--- src/hdl/optimal_merge_cost_macros.svh ---
// Assertion macros shared by the optimal merge cost block.
`ifndef OPTIMAL_MERGE_COST_MACROS_SVH
`define OPTIMAL_MERGE_COST_MACROS_SVH

// Same-cycle implication, checked at every rising clock edge outside reset.
`define OMC_ASSERT_NOW(label, clk, rst, ante, cons) \
   label: assert property (@(posedge clk) disable iff (rst) (ante) |-> (cons)) \
      else $error("optimal_merge_cost: same-cycle check failed");

// Next-cycle implication, checked at every rising clock edge outside reset.
`define OMC_ASSERT_NEXT(label, clk, rst, ante, cons) \
   label: assert property (@(posedge clk) disable iff (rst) (ante) |=> (cons)) \
      else $error("optimal_merge_cost: next-cycle check failed");

`endif

--- src/hdl/omc_pkg.sv ---
// Package with the types, constants and control store of the optimal merge cost block.
`timescale 1ns / 1ps
package omc_pkg;

   localparam int MAX_FILES = 32;
   localparam int SIZE_BITS = 16;
   localparam int IDX_W     = $clog2(MAX_FILES);
   localparam int CNT_W     = $clog2(MAX_FILES + 1);
   localparam int FSIZE_W   = 16;
   localparam int REC_W     = 21;
   localparam int COST_W    = 26;
   localparam int PC_W      = 3;

   localparam logic [FSIZE_W-1:0] SIZE_MASK =
      FSIZE_W'((17'(1) << ((SIZE_BITS >= FSIZE_W) ? FSIZE_W : SIZE_BITS)) - 17'(1));

   typedef struct packed {
      logic [FSIZE_W-1:0] file_size;
      logic               last;
   } req_type;

   typedef struct packed {
      logic [COST_W-1:0] total_cost;
      logic [REC_W-1:0]  total_records;
      logic              overflow;
   } rsp_type;

   typedef enum logic [1:0] {
      RD_ZERO = 2'd0,
      RD_PTR  = 2'd1,
      RD_LAST = 2'd2
   } rd_sel_type;

   typedef enum logic [1:0] {
      PTR_HOLD = 2'd0,
      PTR_ONE  = 2'd1,
      PTR_INC  = 2'd2
   } ptr_op_type;

   typedef enum logic [1:0] {
      WR_NONE = 2'd0,
      WR_SUM  = 2'd1,
      WR_MOVE = 2'd2
   } wr_op_type;

   typedef enum logic [1:0] {
      JMP_NEXT   = 2'd0,
      JMP_SINGLE = 2'd1,
      JMP_MORE   = 2'd2,
      JMP_ALWAYS = 2'd3
   } jmp_type;

   localparam logic [PC_W-1:0] STEP_START = 3'd0;
   localparam logic [PC_W-1:0] STEP_SCAN  = 3'd1;
   localparam logic [PC_W-1:0] STEP_TAIL  = 3'd2;
   localparam logic [PC_W-1:0] STEP_SUM   = 3'd3;
   localparam logic [PC_W-1:0] STEP_MOVE  = 3'd4;
   localparam logic [PC_W-1:0] STEP_DONE  = 3'd5;

   typedef struct packed {
      rd_sel_type      rd_sel;
      ptr_op_type      ptr_op;
      logic            min_clr;
      logic            cmp_en;
      wr_op_type       wr_op;
      logic            acc_en;
      logic            cnt_dec;
      logic            done;
      jmp_type         jmp;
      logic [PC_W-1:0] target;
   } ctrl_type;

   typedef struct packed {
      logic single;
      logic more;
   } status_type;

   localparam ctrl_type CTRL_IDLE = '{
      rd_sel: RD_ZERO, ptr_op: PTR_HOLD, min_clr: 1'b0, cmp_en: 1'b0,
      wr_op: WR_NONE, acc_en: 1'b0, cnt_dec: 1'b0, done: 1'b0,
      jmp: JMP_NEXT, target: STEP_START};

   function automatic ctrl_type ucode(input logic [PC_W-1:0] pc);
      ctrl_type c;
      c = CTRL_IDLE;
      unique case (pc)
         STEP_START: begin
            c.rd_sel  = RD_ZERO;
            c.ptr_op  = PTR_ONE;
            c.min_clr = 1'b1;
            c.jmp     = JMP_SINGLE;
            c.target  = STEP_DONE;
         end
         STEP_SCAN: begin
            c.rd_sel = RD_PTR;
            c.ptr_op = PTR_INC;
            c.cmp_en = 1'b1;
            c.jmp    = JMP_MORE;
            c.target = STEP_SCAN;
         end
         STEP_TAIL: begin
            c.rd_sel = RD_LAST;
            c.cmp_en = 1'b1;
         end
         STEP_SUM: begin
            c.rd_sel = RD_LAST;
            c.wr_op  = WR_SUM;
            c.acc_en = 1'b1;
         end
         STEP_MOVE: begin
            c.rd_sel  = RD_LAST;
            c.wr_op   = WR_MOVE;
            c.cnt_dec = 1'b1;
            c.jmp     = JMP_ALWAYS;
            c.target  = STEP_START;
         end
         STEP_DONE: begin
            c.done = 1'b1;
         end
         default: begin
            c = CTRL_IDLE;
         end
      endcase
      return c;
   endfunction

endpackage

--- src/hdl/omc_sequencer.sv ---
// Microprogram sequencer: step counter, control store lookup and conditional jumps.
`timescale 1ns / 1ps
module omc_sequencer (
   input  logic                clock,
   input  logic                reset,
   input  logic                launch,
   input  omc_pkg::status_type status,
   output omc_pkg::ctrl_type   ctrl,
   output logic                busy
);
   import omc_pkg::*;

   logic [PC_W-1:0] pc_ff, pc_in;
   logic            busy_ff, busy_in;
   logic            take;

   always_comb begin
      ctrl = busy_ff ? ucode(pc_ff) : CTRL_IDLE;
   end

   always_comb begin
      unique case (ctrl.jmp)
         JMP_NEXT:   take = 1'b0;
         JMP_SINGLE: take = status.single;
         JMP_MORE:   take = status.more;
         JMP_ALWAYS: take = 1'b1;
         default:    take = 1'b0;
      endcase
   end

   always_comb begin
      pc_in   = pc_ff;
      busy_in = busy_ff;
      if (busy_ff) begin
         pc_in = take ? ctrl.target : pc_ff + PC_W'(1);
         if (ctrl.done) begin
            busy_in = 1'b0;
         end
      end else if (launch) begin
         pc_in   = STEP_START;
         busy_in = 1'b1;
      end
   end

   always_ff @(posedge clock) begin
      if (reset) begin
         pc_ff   <= STEP_START;
         busy_ff <= 1'b0;
      end else begin
         pc_ff   <= pc_in;
         busy_ff <= busy_in;
      end
   end

   assign busy = busy_ff;

endmodule

--- src/hdl/omc_datapath.sv ---
// Datapath: size table memory, two-minimum scan, merge adder, cost accumulator and result register.
`timescale 1ns / 1ps
module omc_datapath (
   input  logic                clock,
   input  logic                reset,
   input  logic                load,
   input  omc_pkg::req_type    req_word,
   input  omc_pkg::ctrl_type   ctrl,
   output omc_pkg::status_type status,
   output logic                rsp_strobe,
   output omc_pkg::rsp_type    rsp_word
);
   import omc_pkg::*;

   logic [REC_W-1:0]  mem [MAX_FILES];
   logic [REC_W-1:0]  rd_data_ff;
   logic [IDX_W-1:0]  rd_addr_ff, rd_addr;
   logic [CNT_W-1:0]  count_ff, count_in;
   logic [CNT_W-1:0]  ptr_ff, ptr_in;
   logic [CNT_W-1:0]  count_m1;
   logic [IDX_W-1:0]  last_idx;
   logic [REC_W:0]    min1_ff, min1_in, min2_ff, min2_in;
   logic [IDX_W-1:0]  idx1_ff, idx1_in, idx2_ff, idx2_in;
   logic [IDX_W-1:0]  lo_idx, hi_idx;
   logic [REC_W:0]    pair_sum;
   logic [REC_W-1:0]  merged;
   logic [COST_W:0]   cost_sum;
   logic [COST_W-1:0] acc_ff, acc_in;
   logic              ovf_ff, ovf_in;
   logic              strobe_ff;
   rsp_type           rsp_ff;
   logic              wr_en;
   logic [IDX_W-1:0]  wr_addr;
   logic [REC_W-1:0]  wr_data;
   logic              has_room;

   assign count_m1 = count_ff - CNT_W'(1);
   assign last_idx = count_m1[IDX_W-1:0];
   assign has_room = count_ff < CNT_W'(MAX_FILES);

   always_comb begin
      unique case (ctrl.rd_sel)
         RD_ZERO: rd_addr = '0;
         RD_PTR:  rd_addr = ptr_ff[IDX_W-1:0];
         RD_LAST: rd_addr = last_idx;
         default: rd_addr = '0;
      endcase
   end

   assign lo_idx   = (idx1_ff < idx2_ff) ? idx1_ff : idx2_ff;
   assign hi_idx   = (idx1_ff < idx2_ff) ? idx2_ff : idx1_ff;
   assign pair_sum = (REC_W + 1)'(min1_ff[REC_W-1:0]) + (REC_W + 1)'(min2_ff[REC_W-1:0]);
   assign merged   = pair_sum[REC_W] ? '1 : pair_sum[REC_W-1:0];
   assign cost_sum = (COST_W + 1)'(acc_ff) + (COST_W + 1)'(merged);

   always_comb begin
      wr_en   = 1'b0;
      wr_addr = count_ff[IDX_W-1:0];
      wr_data = REC_W'(req_word.file_size & SIZE_MASK);
      if (load) begin
         wr_en = has_room;
      end else begin
         unique case (ctrl.wr_op)
            WR_NONE: wr_en = 1'b0;
            WR_SUM: begin
               wr_en   = 1'b1;
               wr_addr = lo_idx;
               wr_data = merged;
            end
            WR_MOVE: begin
               wr_en   = hi_idx != last_idx;
               wr_addr = hi_idx;
               wr_data = rd_data_ff;
            end
            default: wr_en = 1'b0;
         endcase
      end
   end

   always_ff @(posedge clock) begin
      if (wr_en) begin
         mem[wr_addr] <= wr_data;
      end
      rd_data_ff <= mem[rd_addr];
      rd_addr_ff <= rd_addr;
   end

   always_comb begin
      min1_in = min1_ff;
      min2_in = min2_ff;
      idx1_in = idx1_ff;
      idx2_in = idx2_ff;
      if (ctrl.min_clr) begin
         min1_in = (REC_W + 1)'(1) << REC_W;
         min2_in = (REC_W + 1)'(1) << REC_W;
      end else if (ctrl.cmp_en) begin
         priority if ({1'b0, rd_data_ff} < min1_ff) begin
            min2_in = min1_ff;
            idx2_in = idx1_ff;
            min1_in = {1'b0, rd_data_ff};
            idx1_in = rd_addr_ff;
         end else if ({1'b0, rd_data_ff} < min2_ff) begin
            min2_in = {1'b0, rd_data_ff};
            idx2_in = rd_addr_ff;
         end
      end
   end

   always_comb begin
      unique case (ctrl.ptr_op)
         PTR_HOLD: ptr_in = ptr_ff;
         PTR_ONE:  ptr_in = CNT_W'(1);
         PTR_INC:  ptr_in = ptr_ff + CNT_W'(1);
         default:  ptr_in = ptr_ff;
      endcase
   end

   always_comb begin
      count_in = count_ff;
      acc_in   = acc_ff;
      ovf_in   = ovf_ff;
      if (load) begin
         if (has_room) begin
            count_in = count_ff + CNT_W'(1);
         end else begin
            ovf_in = 1'b1;
         end
      end
      if (ctrl.cnt_dec) begin
         count_in = count_m1;
      end
      if (ctrl.acc_en) begin
         acc_in = cost_sum[COST_W] ? '1 : cost_sum[COST_W-1:0];
      end
      if (ctrl.done) begin
         count_in = '0;
         acc_in   = '0;
         ovf_in   = 1'b0;
      end
   end

   always_ff @(posedge clock) begin
      if (reset) begin
         count_ff  <= '0;
         acc_ff    <= '0;
         ovf_ff    <= 1'b0;
         strobe_ff <= 1'b0;
      end else begin
         count_ff  <= count_in;
         acc_ff    <= acc_in;
         ovf_ff    <= ovf_in;
         strobe_ff <= ctrl.done;
      end
   end

   always_ff @(posedge clock) begin
      ptr_ff  <= ptr_in;
      min1_ff <= min1_in;
      min2_ff <= min2_in;
      idx1_ff <= idx1_in;
      idx2_ff <= idx2_in;
      if (ctrl.done) begin
         rsp_ff.total_cost    <= acc_ff;
         rsp_ff.total_records <= rd_data_ff;
         rsp_ff.overflow      <= ovf_ff;
      end
   end

   assign status.single = count_ff <= CNT_W'(1);
   assign status.more   = (ptr_ff + CNT_W'(1)) < count_ff;
   assign rsp_strobe    = strobe_ff;
   assign rsp_word      = rsp_ff;

endmodule

--- src/hdl/optimal_merge_cost.sv ---
// Optimal merge cost: loads file sizes, then merges the two smallest entries under microcode.
// Words load one per cycle while idle; a word without last is followed by the next at once.
// After the last word, each merge scans the one-port table for the two smallest entries, sums
// them into one slot and moves the last entry to the other until one is left, then rsp_strobe.
// busy is high for the whole merge phase; rsp_strobe is a one-cycle strobe and rsp_word holds.
// Synchronous reset clears the count, cost, overflow flag and sequencer; the table is not cleared.
`timescale 1ns / 1ps
module optimal_merge_cost (
   input  logic             clock,
   input  logic             reset,
   input  logic             start,
   output logic             busy,
   input  omc_pkg::req_type req_word,
   output logic             rsp_strobe,
   output omc_pkg::rsp_type rsp_word
);
   import omc_pkg::*;

   `include "optimal_merge_cost_macros.svh"

   ctrl_type   ctrl;
   status_type status;
   logic       load;
   logic       launch;

   assign load   = start && !busy;
   assign launch = load && req_word.last;

   omc_sequencer u_sequencer (
      .clock  (clock),
      .reset  (reset),
      .launch (launch),
      .status (status),
      .ctrl   (ctrl),
      .busy   (busy)
   );

   omc_datapath u_datapath (
      .clock      (clock),
      .reset      (reset),
      .load       (load),
      .req_word   (req_word),
      .ctrl       (ctrl),
      .status     (status),
      .rsp_strobe (rsp_strobe),
      .rsp_word   (rsp_word)
   );

   `OMC_ASSERT_NEXT(a_launch_busy, clock, reset, launch, busy)
   `OMC_ASSERT_NOW(a_strobe_idle, clock, reset, rsp_strobe, !busy)
   `OMC_ASSERT_NEXT(a_strobe_single, clock, reset, rsp_strobe, !rsp_strobe)

endmodule
--- config.mk ---
export PLATFORM = sky130hd
export DESIGN_NAME = optimal_merge_cost
export DESIGN_NICKNAME = d
export VERILOG_FILES = /design/src/hdl/omc_pkg.sv /design/src/hdl/omc_sequencer.sv /design/src/hdl/omc_datapath.sv /design/src/hdl/optimal_merge_cost.sv
export VERILOG_INCLUDE_DIRS = /design/src /design/src/hdl
export SDC_FILE = /design/constraint.sdc
export NUM_CORES = 1
export LEC_CHECK = 0
export BUFFER_PORTS_ARGS = -buffer_cell sky130_fd_sc_hd__buf_2
export CAP_MARGIN = 20
export CORE_MARGIN = 8
export CORE_UTILIZATION = 57
export CTS_CLUSTER_SIZE = 14
export DETAILED_ROUTE_END_ITERATION = 8
export PLACE_DENSITY = 0.76
export RECOVER_POWER = 25
export SLEW_MARGIN = 0
export SYNTH_ARGS = -nofsm -noshare
export SYNTH_HDL_FRONTEND = slang
export SYNTH_SLANG_ARGS = --single-unit
export TNS_END_PERCENT = 10
--- constraint.sdc ---
create_clock -name clock -period 5.1 [get_ports clock]
set_input_delay 0 -clock clock [delete_from_list [all_inputs] [get_ports clock]]
set_output_delay 0 -clock clock [all_outputs]
set_load 0.02 [all_outputs]
-- After elaboration in Yosys (flattened, before gate mapping)
Memories as Yosys holds them, arrays and structs flattened. A register that Yosys moved wholly into a read port is not among the register bits.
Index checks and enable logic that the tools add are counted.
- flip-flop bits (word level): 151
- bits in latches: 0
- memory bits (writable): 672
- bits in read-only memories: 0
- output and inout bits: 50
- logic and storage cells: 102
- memories: 1
- $add $sub $neg: 6
- multiply operators: 0
- divide/modulo/power cells: 0
- magnitude comparators: 6
- equality and inequality tests: 15
- shift-type cells: 0
- muxes and demuxes: 38
- bitwise gates (word level): 2
- reduce and logical (&&, ||, !) cells: 19
- memory list (memory ; words ; bits a word ; read ports ; clocked after Yosys merged registers in ; write ports ; RTL line ; source):
    u_datapath.mem ; 32 ; 21 ; 1 ; 1 ; 1 ; omc_datapath.sv:15 ; logic [REC_W-1:0] mem [MAX_FILES];
- operators with widths (kind ; count):
    $lt A21 B22 Y1 ; 2
    $mux W22 ; 2
    $mux W21 ; 2
    $pmux W21 S2 ; 1
    $add A26 B21 Y27 ; 1
    $mux W26 ; 1
    $mux W5 ; 5
    $add A21 B21 Y22 ; 1
    $pmux W5 S2 ; 2
    $mux W6 ; 3
    $mux W16 ; 1
    $pmux W5 S3 ; 1
    $add A6 B1 Y6 const B ; 2
    $pmux W2 S2 ; 3
    $pmux W6 S2 ; 1
    $mux W1 ; 11
    $eq A2 B2 Y1 const B ; 5
    $reduce_bool A2 Y1 ; 5
    $mux W3 ; 3
    $eq A2 B1 Y1 const B ; 4
    $reduce_and A2 Y1 ; 4
    $eq A3 B2 Y1 const B ; 2
    $eq A3 B3 Y1 const B ; 2
    $le A6 B1 Y1 const B ; 1
    other kinds (17) ; 21

-- Longest topological paths before layout
- word-level depth: 9
- depth in mapped cells: 21

-- Cells and area by module
From an unflattened synthesis, not the netlist that was laid out.
- cell total of the unflattened synthesis: 2763
- area, all modules: 37053.0 um^2
- by module, submodules not included (module ; times used ; cells an instance ; area each (um^2) ; sequential area each (um^2)):
    omc_datapath ; 1 ; 2699 ; 36566.3 ; 24183.2
    omc_sequencer ; 1 ; 62 ; 471.7 ; 80.1
    optimal_merge_cost ; 1 ; 2 ; 15.0 ; 0.0

-- Worst setup path after synthesis
OpenSTA, ideal clock, no wires.
- kind: register to register
- from: register u_sequencer.pc_ff[0]
- to: memory u_datapath.mem[0][0], enable pin
- library setup time: 0.425 ns
- arrival time: 4.459 ns
- data required time: 4.675 ns
- path slack: 0.216 ns
- stages on the path, launching flop included: 13
- period minus slack after synthesis: 4.884 ns
- path through: dfxtp_1 > ha_1 > ha_1 > and2_1 > clkbuf_1 > clkbuf_1 > o21a_1 > ha_1 > or2_2 > buf_4 > a222oi_1 > nand3_1 > nor3_1
- cells in the longest elaborated chain, start to end: 8
- elaborated cells between the ends (all ways): 12
- those cells by class: 4 x eq/ne; 8 x mux
- ends and longest elaborated chain (item ; RTL line ; source):
    start, declared ; omc_sequencer.sv:13 ; logic [PC_W-1:0] pc_ff, pc_in;
    start signal, assigned ; omc_sequencer.sv:50 ; pc_ff <= pc_in;
    $eq A3 B3 Y1 or $eq A3 B2 Y1 (tied branches) ; omc_pkg.sv:86 ; unique case (pc)
    $pmux W2 S2 * ; omc_pkg.sv:86 ;
    $mux W16 * ; omc_sequencer.sv:18 ; ctrl = busy_ff ? ucode(pc_ff) : CTRL_IDLE;
    $eq A2 B2 Y1 or $eq A2 B1 Y1 (tied branches) ; omc_datapath.sv:63 ; unique case (ctrl.wr_op)
    $pmux W1 S2 ; omc_datapath.sv:63 ;
    $mux W1 ; omc_datapath.sv:60 ; if (load) begin
    $mux W1 ; omc_datapath.sv:81 ; if (wr_en) begin
    $mux W1 (implied by the code) ; omc_datapath.sv:82 ; mem[wr_addr] <= wr_data;
    end, declared ; omc_datapath.sv:15 ;
Every way passes the cells marked *; elsewhere a longest branch is shown, timed or not.

-- Worst setup path after layout
- from: register u_datapath.min2_ff[0]
- to: register u_datapath.acc_ff[25]
- cells in the longest elaborated chain, start to end: 4
- ends and longest elaborated chain (item ; RTL line ; source):
    start, declared ; omc_datapath.sv:22 ; logic [REC_W:0] min1_ff, min1_in, min2_ff, min2_in;
    start signal, assigned ; omc_datapath.sv:159 ; min2_ff <= min2_in;
    $add A21 B21 Y22 ; omc_datapath.sv:52 ; assign pair_sum = (REC_W + 1)'(min1_ff[REC_W-1:0]) + (REC_W + 1)'(min2_ff[REC_W-1:0]);
    $mux W21 ; omc_datapath.sv:53 ; assign merged = pair_sum[REC_W] ? '1 : pair_sum[REC_W-1:0];
    $add A26 B21 Y27 ; omc_datapath.sv:54 ; assign cost_sum = (COST_W + 1)'(acc_ff) + (COST_W + 1)'(merged);
    $mux W26 ; omc_datapath.sv:133 ; acc_in = cost_sum[COST_W] ? '1 : cost_sum[COST_W-1:0];
    end signal, assigned ; omc_datapath.sv:150 ; acc_ff <= acc_in;
    end, declared ; omc_datapath.sv:28 ; logic [COST_W-1:0] acc_ff, acc_in;
No other way between the ends.
A chain may end at the register's enable or synchronous reset.

==> metrics.md <==
| Metric | Value |
|---|---|
| Outcome | finished, violations left |
| Violated checks | capacitance limit, slew limit |
| Post-synthesis cell type count | 79 |
| Post-synthesis instance area | 37000 µm² |
| Clock latency on the worst-skew pair | 0.63 ns |
| Die height | 271 µm |
| Maximum vdd drop | 0.240 mV |
| Nets | 3078 |
| Proportion of layout cells with a drive suffix above 1 | 11.4% |
| Number of antenna violations at the first check in global routing | 5 |
| Type of the most critical hold path | in2reg |
| Buffers from clock root to sink, at most | 3 |
| Top-level I/O count | 70 |
| Worst-path cell chain | ha_1 -> fa_1 -> a211oi_1 -> nor2_1 -> o31ai_4 -> o211a_1 -> o21ai_0 -> nor2_1 -> xor2_1 -> nand2_1 -> ha_1 -> a21o_1 -> a21o_1 -> a2111oi_0 -> o21ai_0 -> a31o_2 -> and2_1 -> and3b_1 -> nor3_1 |
| Setup Total Neg Slack | 0 ns |
| Post-synth EDFFs | 736 |
| Hold Startpoint | req_word[8] |
| Antenna violation net count after detailed routing | 0 |
| Yosys warning count | 0 |
| Highest-count cells in the layout ignoring fill and taps | sky130_fd_sc_hd__edfxtp_1, sky130_fd_sc_hd__nand2_1, sky130_fd_sc_hd__nand3_1, sky130_fd_sc_hd__mux2i_1, sky130_fd_sc_hd__a21oi_1 |
| GR Overflow Total | 0 |
| CP Depth | 19 |
| First-pass GRT wire length | 144000 µm |
| Upper clock frequency limit | 212 MHz |
| Number of cells on the worst reg-to-reg path | 19 |
| RSZ-0062 raised after global routing | false |
| Register-to-register setup slack | 0.38 ns |
| CTS tree | done |
| Worst Path Max Fanout | 4 |
| Chip Width | 271 µm |
| Leakage Power | 0.0142 µW |
| Count of routing violations after the opening detailed-route iteration | 2914 |
| Number of buffers and inverters on the critical path | 0 |
| Area post-placement | 38800 µm² |
| Via count | 25000 |
| 1st-pass router iterations | 6 |
| Leading cell type in the layout, fill and taps excluded | sky130_fd_sc_hd__edfxtp_1 |
| Transition time at the pin with the least slew margin | 2.84 ns |
| Gpl congestion | 0.953 |
| Layout overhead on the synthesized area | 11.8% |
| Number of clock sinks | 844 |
| Min-Delay Endpoint | u_datapath.mem[1][7] |
| Synth Register Bits | 844 |
| Final hold vios | 0 |
| Delay contributed by the slowest stage of the critical path | 0.43 ns |
| Net count of the mapped netlist | 2995 |
| Final count of pins violating max slew | 328 |
| Share of total power in combinational logic | 7.6% |
| Clock-pin slew reported for the worst setup and hold paths after clock tree synthesis | 0.06 ns |
| Final non-filler cell area | 41300 µm² |
| Floorplan row count | 93 |
| Number of endpoints failing setup at the final stage | 0 |
| Part of the total power dissipated in sequential elements | 51.9% |
| Worst Skew | 0.0306 ns |
| Number of port buffers | 69 |
| Crit path launch type | flop |
| All-Layer GR Usage | 25.2% |
| Worst reg2reg startpoint | u_datapath.min2_ff[0] |
| Crit Path Category | reg2reg |
| Master of the slowest instance on the critical path | sky130_fd_sc_hd__fa_1 |
| Share of flip-flops with an asynchronous set or reset after synthesis | 0% |
| Die footprint | 73300 µm² |
| Part of the Yosys area used for sequential elements | 65.6% |
| Ratio of final minimum period to clock period | 92.5% |
| Psw | 3360 µW |
| Number of max-capacitance violations reported | 9 |
| Routed wirelength normalized by instance count | 24.9 µm |
| Power density of the placed cells | 359 nW/µm² |
| Post-detailed-route DRC marker count | 0 |
| Total internal power | 11500 µW |
| Hold path cells | 4 |
| Final worst path period need | 4.72 ns |
| Number of global-route vias before repair | 24500 |
| Data arrival, critical path | 5.27 ns |
| Kind of end point of the critical path | flop |
| Rel. slew slack | -89.5% |
| Routed WL | 96400 µm |
| Number of CTS-inserted buffers | 84 |
| HPWL after DPL | 57500 µm |
| Prevailing post-synth register cell | sky130_fd_sc_hd__edfxtp_1 |
| Power share of the clock group | 40.5% |
| Starting utilization of the core area | 57.5% |
| Root buf cell | sky130_fd_sc_hd__clkbuf_16 |
| Top Family by Delay on Critical Path | compound AO/OA/AOI/OAI gates |
| Synth Instances | 2868 |
| Core area | 64300 µm² |
| Mean post-synth cell area | 12.9 µm² |
| Fill cell count | 4657 |
| H-tree depth | 3 |
| Per-cell via count in the routed design | 6.47 |
| Worst reg2reg path endpoint | u_datapath.acc_ff[25] |
| Switching share of power | 22.6% |
| Req. time, crit path | 5.65 ns |
| Maximum number of pins on one net before global-route repair | 82 |
## power groups by stage
| stage | Clock (µW) | Combinational, µW | Sequential (µW) |
|---|---|---|---|
| 6_report | 6020 | 1130 | 7700 |
| 5_1_grt | 6330 | 1230 | 7710 |
| 4_1_cts | 6080 | 1120 | 7700 |
| 3_5_place_dp | 0 | 1110 | 7840 |
| 3_3_place_gp | 0 | 1070 | 7830 |
| 2_1_floorplan | 0 | 770 | 7800 |
## layout make-up
class	instances	area, µm²	area share, %
repair buffers	163	1050	2.55
multi-input cells	1779	12000	29.0
inverters	79	304	0.735
clock inverters	37	357	0.863
well taps	855	1070	2.59
clock buffers	109	2310	5.59
diodes	2	5.00	0.0121
flip-flops and latches	844	24300	58.7
## per-layer routing
metal  track usage [%]  routed length [µm]  part of all wire [%]  vias up
met2              42.8               46900                    49     1472
met4              10.7                3900                   4.0        2
li1                  -                   -                     -    11000
met3              3.85                9130                   9.5      275
met5                 0                  13                 0.013        -
met1              32.2               36500                    38    12300
## worst max path at each step
| stage | start | endpoint | slack, ns |
|---|---|---|---|
| after floorplan | u_sequencer.pc_ff[0] | u_datapath.mem[0][0] | 0.22 |
| after global placement | u_datapath.min2_ff[0] | u_datapath.acc_ff[25] | 0.45 |
| after detailed placement | u_datapath.min2_ff[0] | u_datapath.acc_ff[25] | 0.42 |
| after CTS | u_datapath.min2_ff[0] | u_datapath.acc_ff[25] | 0.37 |
| after global routing | u_datapath.min1_ff[2] | u_datapath.acc_ff[24] | 0.04 |
| final | u_datapath.min2_ff[0] | u_datapath.acc_ff[25] | 0.38 |
## synthesized netlist by cell type (25+ instances only)
library cell,instances,share of area [%]
sky130_fd_sc_hd__mux2_2,42,1.3
sky130_fd_sc_hd__mux2i_1,152,4.1
sky130_fd_sc_hd__a211oi_1,37,0.75
sky130_fd_sc_hd__o221ai_1,46,1.1
sky130_fd_sc_hd__ha_1,105,3.6
sky130_fd_sc_hd__o21a_1,32,0.65
sky130_fd_sc_hd__dfxtp_1,108,5.8
sky130_fd_sc_hd__xnor2_1,25,0.59
sky130_fd_sc_hd__a311oi_1,43,1.0
sky130_fd_sc_hd__inv_1,75,0.76
sky130_fd_sc_hd__o22ai_1,43,0.73
sky130_fd_sc_hd__a31oi_1,25,0.42
sky130_fd_sc_hd__a21o_1,26,0.53
sky130_fd_sc_hd__nor3_1,28,0.38
sky130_fd_sc_hd__clkbuf_1,114,1.2
sky130_fd_sc_hd__a21oi_1,135,1.8
sky130_fd_sc_hd__nand2_1,376,3.8
sky130_fd_sc_hd__buf_2,32,0.43
sky130_fd_sc_hd__edfxtp_1,736,60
sky130_fd_sc_hd__nor2_1,136,1.4
sky130_fd_sc_hd__nand3_1,226,3.1
sky130_fd_sc_hd__o21ai_0,66,0.89
sky130_fd_sc_hd__and3_1,26,0.44
## cells by family after synthesis
family,Yosys count,share of synthesized area (%)
XOR/XNOR,47,1.11
AO/OA/AOI/OAI,553,10.4
adder cells (fa/ha/maj),107,3.66
buffers and inverters,245,2.69
multiplexers,203,5.94
AND/OR/NAND/NOR,869,10.6
flip-flops,844,65.6
## sequential cells by signal, indices dropped and copies added (netlist names), 3 cells and up
register and flops:
u_datapath.acc_ff 26, u_datapath.rd_data_ff 21, u_datapath.rd_addr_ff 5, u_datapath.count_ff 6
u_datapath.rsp_word 48, u_datapath.idx1_ff 5, u_datapath.min2_ff 22, u_datapath.min1_ff 22
u_datapath.mem 672, u_datapath.idx2_ff 5, u_sequencer.pc_ff 3, u_datapath.ptr_ff 6
## worst reg2reg max path, cell delays in order, from the launching register on
cell	delay, ns
sky130_fd_sc_hd__dfxtp_1	0.34
sky130_fd_sc_hd__ha_1	0.25
sky130_fd_sc_hd__fa_1	0.43
sky130_fd_sc_hd__a211oi_1	0.31
sky130_fd_sc_hd__nor2_1	0.14
sky130_fd_sc_hd__o31ai_4	0.28
sky130_fd_sc_hd__o211a_1	0.24
sky130_fd_sc_hd__o21ai_0	0.12
sky130_fd_sc_hd__nor2_1	0.12
sky130_fd_sc_hd__xor2_1	0.30
sky130_fd_sc_hd__nand2_1	0.11
sky130_fd_sc_hd__ha_1	0.34
sky130_fd_sc_hd__a21o_1	0.22
sky130_fd_sc_hd__a21o_1	0.19
sky130_fd_sc_hd__a2111oi_0	0.39
sky130_fd_sc_hd__o21ai_0	0.13
sky130_fd_sc_hd__a31o_2	0.25
sky130_fd_sc_hd__and2_1	0.17
sky130_fd_sc_hd__and3b_1	0.19
sky130_fd_sc_hd__nor3_1	0.12
## stage by stage
stage	worst slack [ns]	power [µW]	instances	hold slack (ns)	utilization [%]
after floorplan	0.216	8570	2868	0.0724	-
after detailed placement	0.415	8950	3716	0.235	60.2
after global placement	0.453	8900	3716	0.234	60.2
final	0.382	14800	3868	0.0974	64.2
after CTS	0.374	14900	3866	0.0526	64.4
after global routing	0.0372	15300	3866	0.106	64.2
## timing repair
item	4_1_cts	5_1_grt
buffers inserted	0	0
endpoints found under the setup margin	0	5
endpoints found under the hold margin	30	0
resized for setup	0	2
hold buffers	4	0
No activity file was read; power rests on OpenSTA's default activity.
